## src/design/aocma_pkg.sv

```systemverilog
// ----------------------------------------------------------------------------
// aocma_pkg
// Shared types and constants of the accelerometer offset calibration and
// moving average core.
// ----------------------------------------------------------------------------
package aocma_pkg;

	localparam int SAMPLE_W    = 16;
	localparam int Q_W         = 16;
	localparam int GRAVITY_W   = 10;
	localparam int CFG_INDEX_W = 1;
	localparam int CFG_DATA_W  = 10;
	localparam int AXES        = 3;

	localparam logic [CFG_INDEX_W-1:0] CFG_AVERAGE_ENABLE   = 1'd0;
	localparam logic [CFG_INDEX_W-1:0] CFG_GRAVITY_Z_COUNTS = 1'd1;

	localparam logic [GRAVITY_W-1:0] GRAVITY_Z_RESET = 10'd240;

	localparam logic OP_CAL  = 1'b0;
	localparam logic OP_MEAS = 1'b1;

	typedef enum logic [1:0] {
		DIV_ONE,
		DIV_WIN,
		DIV_CAL
	} div_sel_t;

	typedef struct packed {
		logic     advance;
		div_sel_t sel;
	} div_ctl_t;

endpackage

```

## src/design/aocma_div.sv

```systemverilog
// ----------------------------------------------------------------------------
// aocma_div
// Three-stage pipelined division of a magnitude by a constant divisor, using a
// reciprocal multiply followed by a single remainder correction.
// ----------------------------------------------------------------------------
module aocma_div
	import aocma_pkg::*;
#(
	parameter int A_W         = 26,
	parameter int CAL_DIVISOR = 1000,
	parameter int WIN_DIVISOR = 10
) (
	input  logic           clk,
	input  div_ctl_t       ctl,
	input  logic [A_W-1:0] mag,
	input  logic           neg,
	output logic [Q_W-1:0] quot,
	output logic           quot_neg
);

	localparam int K    = A_W;
	localparam int R_W  = K + 1;
	localparam int P_W  = A_W + R_W;
	localparam int DMAX = (CAL_DIVISOR > WIN_DIVISOR) ? CAL_DIVISOR : WIN_DIVISOR;
	localparam int DW   = $clog2(DMAX + 1);
	localparam int P2_W = Q_W + DW;

	localparam logic [R_W-1:0] RECIP_CAL = R_W'((64'd1 << K) / CAL_DIVISOR);
	localparam logic [R_W-1:0] RECIP_WIN = R_W'((64'd1 << K) / WIN_DIVISOR);
	localparam logic [R_W-1:0] RECIP_ONE = R_W'(64'd1 << K);

	function automatic logic [R_W-1:0] recip_of(input div_sel_t sel);
		logic [R_W-1:0] r;
		unique case (sel)
			DIV_CAL: r = RECIP_CAL;
			DIV_WIN: r = RECIP_WIN;
			default: r = RECIP_ONE;
		endcase
		return r;
	endfunction

	function automatic logic [DW-1:0] divisor_of(input div_sel_t sel);
		logic [DW-1:0] d;
		unique case (sel)
			DIV_CAL: d = DW'(CAL_DIVISOR);
			DIV_WIN: d = DW'(WIN_DIVISOR);
			default: d = DW'(1);
		endcase
		return d;
	endfunction

	logic [P_W-1:0]  prod;
	logic [Q_W-1:0]  q0_s3, q0_s4, quot_s5;
	logic [A_W-1:0]  mag_s3, mag_s4;
	div_sel_t        sel_s3, sel_s4;
	logic            neg_s3, neg_s4, neg_s5;
	logic [P2_W-1:0] prod2_s4;
	logic [P2_W-1:0] rem;
	logic            inc;

	// The reciprocal is rounded down, so the estimate is exact or one short.
	assign prod = P_W'(mag) * P_W'(recip_of(ctl.sel));
	assign rem  = P2_W'(mag_s4) - prod2_s4;
	assign inc  = (rem >= P2_W'(divisor_of(sel_s4)));

	always_ff @(posedge clk) begin
		if (ctl.advance) begin
			q0_s3    <= prod[K +: Q_W];
			mag_s3   <= mag;
			sel_s3   <= ctl.sel;
			neg_s3   <= neg;
			prod2_s4 <= P2_W'(q0_s3) * P2_W'(divisor_of(sel_s3));
			q0_s4    <= q0_s3;
			mag_s4   <= mag_s3;
			sel_s4   <= sel_s3;
			neg_s4   <= neg_s3;
			quot_s5  <= q0_s4 + Q_W'(inc);
			neg_s5   <= neg_s4;
		end
	end

	assign quot     = quot_s5;
	assign quot_neg = neg_s5;

endmodule

```

## config.mk

```make
export PLATFORM = sky130hd
export DESIGN_NAME = aocma_div
export DESIGN_NICKNAME = d
export VERILOG_FILES = /design/src/design/aocma_pkg.sv /design/src/design/aocma_div.sv
export SDC_FILE = /design/constraint.sdc
export NUM_CORES = 1
export LEC_CHECK = 0
export ABC_AREA = 1
export ABC_CLOCK_PERIOD_IN_PS = 6600
export BUFFER_PORTS_ARGS = -buffer_cell sky130_fd_sc_hd__buf_4
export CAP_MARGIN = 25
export CORE_MARGIN = 3
export CORE_UTILIZATION = 60
export CTS_CLUSTER_DIAMETER = 30
export DETAILED_ROUTE_END_ITERATION = 8
export PLACE_DENSITY = 0.77
export SETUP_SLACK_MARGIN = 0.2
export SYNTH_ARGS = -nofsm -noshare
export SYNTH_HDL_FRONTEND = slang
export SYNTH_SLANG_ARGS = --single-unit
```

## constraint.sdc

```tcl
create_clock -name clk -period 6.6 [get_ports clk]
set_input_delay 0.33 -clock clk [delete_from_list [all_inputs] [get_ports clk]]
set_output_delay 0.33 -clock clk [all_outputs]
set_load 0.02 [all_outputs]
```

# Yosys cells after proc, flatten, opt, wreduce, memory -nomap -nowiden
# Cells that the tools add are included.
totals:
  regBits: 133
  elab_cells: 26
  inputBits: 31
classes:
  addsub: 2
  n_mux: 4
  mul: 2
  order_cmp: 1
  n_eq_ne: 6
ops:
  columns: ["op", "n"]
  rows:
  - ["$pmux 27 s2", 1]
  - ["$mul 26x27->42", 1]
  - ["$pmux 10 s2", 2]
  - ["$ge 26x10->1", 1]
  - ["$mul 16x10->26", 1]
  - ["$sub 26x26->26", 1]
  - ["$add 16x1->16", 1]
  - ["$mux 10", 1]
  - ["$eq 2x1->1 const B", 3]
  - ["$eq 2x2->1 const B", 3]

# Logic depth before layout (Yosys ltp)
depth:
  ltp_word: 4
  mapped_depth: 33

# Least setup slack after synthesis
# Ideal clock, no wire load.
synth_path:
  path_kind: "input -> register"
  from: "in ctl[0] (netlist name)"
  to: "reg q0_s3[13] (data pin)"
  arrival_time_ps: 6139
  stages: 24
  slack_ps: 196
  setup_time_ps: 265
  path_cell_list: "inv_1 > ha_1 > clkbuf_1 > clkbuf_1 > nand2_1 > fa_1 > inv_1 > fa_1 > fa_1 > inv_1 > fa_1 > inv_1 > fa_1 > inv_1 > fa_1 > inv_1 > fa_1 > ha_1 > nand2_1 > nor2_1 > nand4_1 > or4_1 > o211ai_1 > xor2_1"
synth_via:
  elab_chain_cells: 3
  elab_cells_between_ends: 4
  classes_between: "1 x mul; 2 x eq/ne; 1 x mux"
synth_lines:
  columns: ["item", "line", "text"]
  rows:
  - ["start, declared", "aocma_div.sv:14", "input div_ctl_t ctl,"]
  - ["$eq 2x1->1 / $eq 2x2->1 (equally long branches)", "aocma_div.sv:34", "unique case (sel)"]
  - ["$pmux 27 s2 *", "aocma_div.sv:34", null]
  - ["$mul 26x27->42 *", "aocma_div.sv:62", "assign prod = P_W'(mag) * P_W'(recip_of(ctl.sel));"]
  - ["net prod[39]", "aocma_div.sv:52", "logic [P_W-1:0] prod;"]
  - ["end signal, assigned", "aocma_div.sv:68", "q0_s3 <= prod[K +: Q_W];"]
  - ["end, declared", "aocma_div.sv:53", "logic [Q_W-1:0] q0_s3, q0_s4, quot_s5;"]
# Mark *: on every way through the listed nets, which the timed path passes. The rest lies on a longest branch.
# A chain may end at the register's enable or synchronous reset.

# Worst setup path after layout
layout_path:
  from: "in ctl[0] (netlist name)"
  to: "reg q0_s3[14] (data pin)"
# The elaborated chain is that of the path after synthesis.

==> impl_metrics.json <==
{
  "clk_path_buf_depth": 2,
  "crit_path_start_kind": "input port",
  "worstMarginPinSlew_ns": 0.8334,
  "path_clk_slew_ns": 0.06,
  "design.die.area_um2": 39210,
  "overflow": 0,
  "hpwl_um": 45030,
  "clock_sinks": 133,
  "status": "completed",
  "worstHoldPathType": "input port to register",
  "max_freq_ghz": 0.1624,
  "finalPower_mw": 12.53,
  "drt-total-wl_um": 52090,
  "die_w_um": 198.0,
  "yosys_warnings": 0,
  "avgSynthCellArea_um2": 9.343,
  "ys_seq_area_frac": 0.1805,
  "dp_slack_ns": -0.1375,
  "worstPathArrival_ns": 6.33,
  "ys_types": 45,
  "grt_usage": 0.2808,
  "cts_buffers": 17,
  "hold_violations": 0,
  "finalCritPeriodShare": 0.9328,
  "layout-drive-gt1-share": 0.08091,
  "yosys.area.top_type": "fa_1",
  "syn_inst": 2368,
  "fillCellCount": 2816,
  "grt_pass1_wl_um": 85460,
  "setup_viol": 0,
  "synth_nets": 3117,
  "routed-via-count": 15620,
  "fp.coreArea_um2": 35910,
  "timing.hold.ws_ns": 0.07889,
  "num-nets-final": 3245,
  "setup_ws_ns": 0.4435,
  "synth-seq-cells": 133,
  "dpl.cell_count": 2936,
  "grt_pass1_vias": 16870,
  "power.leakage_nw": 13.69,
  "drt_iter0_drc": 955,
  "gp_congestion": 1.011,
  "syn_area_um2": 22120,
  "cts_tree": "built",
  "die_h_um": 198.0,
  "max-cap-violations": 0,
  "htreeDepth": 4,
  "fin_util": 0.6744,
  "peakVddDrop_mv": 0.3838,
  "first_pass_iters": 8,
  "slew_headroom": 0.4444,
  "holdBufCountCts": 0,
  "grt_max_degree": 70,
  "synth-main-ff-cell": "edfxtp_1",
  "cts.root.buffer_cell": "clkbuf_16",
  "synth_edf_count": 133,
  "synthArstFlopShare": 0,
  "layout_common_cells": "inv_1 (774), ha_1 (395), fa_1 (319), nand2_1 (265), edfxtp_1 (133)",
  "required_ns": 6.77,
  "wl_per_cell_um": 17.54,
  "syn_to_final_growth_pct": 9.484,
  "ant_nets": 0,
  "p_per_area_nw_per_um2": 517.3,
  "rows": 69,
  "skew_ns": 0.007654,
  "cp_max_fo": 8,
  "fin_crit_ns": 6.157,
  "pin_count": 48,
  "antenna_found_initial": 1,
  "drv_slew": 0,
  "instances_no_fill": 2970,
  "mostFrequentLayoutCell": "inv_1",
  "vias_per_cell": 5.259,
  "rsz0062_at_grt": "no",
  "worst_setup_path_end_kind": "register",
  "synthTopCellsByArea": "fa_1 (29%), ha_1 (23%), edfxtp_1 (18%)",
  "start_util": 0.6160,
  "portBuffers": 47,
  "antenna_cells": 0,
  "route.detailed.drc": 0,
  "clk_latency_ns": 0.43,
  "synth.top_cell.area_share": 0.2887,
  "criticalPathCategory": "input port to register"
}
==> per-stage QoR <==
stage / area, um2 / TNS, ns
CTS: 24170 / 0
finish: 24220 / 0
global route: 24220 / 0
floorplan: 22130 / 0
detailed placement: 23590 / -0.2214
global placement: 23590 / 0
==> report_power, final <==
group | internal (mW) | switching (mW) | leakage, nW
clock | 0.529 | 0.388 | 0.272
combinational | 4.00 | 5.91 | 12.1
sequential | 1.51 | 0.192 | 1.31
==> Yosys cell counts (7+ instances only) <==
master and instances:
clkbuf_1 16, nand2_1 265, or2_2 7, xnor2_1 29, nand3_1 34, o21a_1 8, ha_1 399, a21oi_1 96
edfxtp_1 133, fa_1 319, nand4_1 13, nor2_1 107, nor3_1 10, inv_1 775, xor2_1 57, o21ai_0 37
==> state kept, by name, summed over array words and instances, names as in the netlist <==
signal / count
mag_s4: 26
quot: 16
neg_s3: 1
quot_neg: 1
sel_s3: 2
mag_s3: 26
prod2_s4: 26
sel_s4: 2
neg_s4: 1
q0_s4: 16
q0_s3: 16
==> cells by family after synthesis <==
| family | synth area share |
|---|---|
| AOI/OAI and AO/OA | 0.05214 |
| xor gates and xnor gates | 0.03405 |
| adders and majority gates | 0.5143 |
| buffers and inverters | 0.1349 |
| DFF | 0.1805 |
| and+or+nand+nor | 0.08410 |
==> routing by layer <==
layer	share of wire	track usage
met5	0	0
met4	0.033	0.08781
met3	0.067	0.04543
met2	0.49	0.4880
met1	0.41	0.3632
==> worst max-delay path: stages <==
cell	delay [ns]
buf_4	0.14
inv_1	0.06
ha_2	0.35
buf_4	0.19
nor2_1	0.21
ha_1	0.29
fa_1	0.50
fa_1	0.51
inv_1	0.06
fa_1	0.50
inv_1	0.05
fa_1	0.53
inv_1	0.05
fa_1	0.49
fa_1	0.41
ha_1	0.33
a21oi_1	0.14
o21ai_0	0.09
o21bai_1	0.16
a21oi_1	0.26
o21bai_1	0.17
nand2_1	0.08
nand3_1	0.09
nand2_1	0.08
nand3_1	0.08
xor2_1	0.16
==> worst paths after layout <==
check / cells past startpoint / slack, ns / endpoint / from
max: 26 / 0.44 / q0_s3[14]$_DFFE_PP_ / ctl[0]
max reg2reg: 24 / 0.65 / prod2_s4[24]$_DFFE_PP_ / sel_s3[0]$_DFFE_PP_
min: 1 / 0.08 / neg_s3$_DFFE_PP_ / neg
min reg2reg: 0 / 0.41 / mag_s4[6]$_DFFE_PP_ / mag_s3[6]$_DFFE_PP_
==> area by class of cell <==
| cell class | instances | area (um2) | area share |
|---|---|---|---|
| clock inverter | 14 | 145.1 | 0.005992 |
| clock buffer | 18 | 429.2 | 0.01772 |
| timing repair buffer | 126 | 974.7 | 0.04024 |
| tap | 461 | 576.8 | 0.02381 |
| inverter | 777 | 2920 | 0.1206 |
| sequential | 133 | 3994 | 0.1649 |
| multi-input combinational | 1441 | 15180 | 0.6268 |
==> repair_timing <==
| action | 4_1_cts | 5_1_grt |
|---|---|---|
| endpoints found under the setup margin | 0 | 11 |
| resized for setup | 0 | 8 |
| setup buffers | 0 | 2 |
Note: power is estimated with default switching activity, not from simulation.
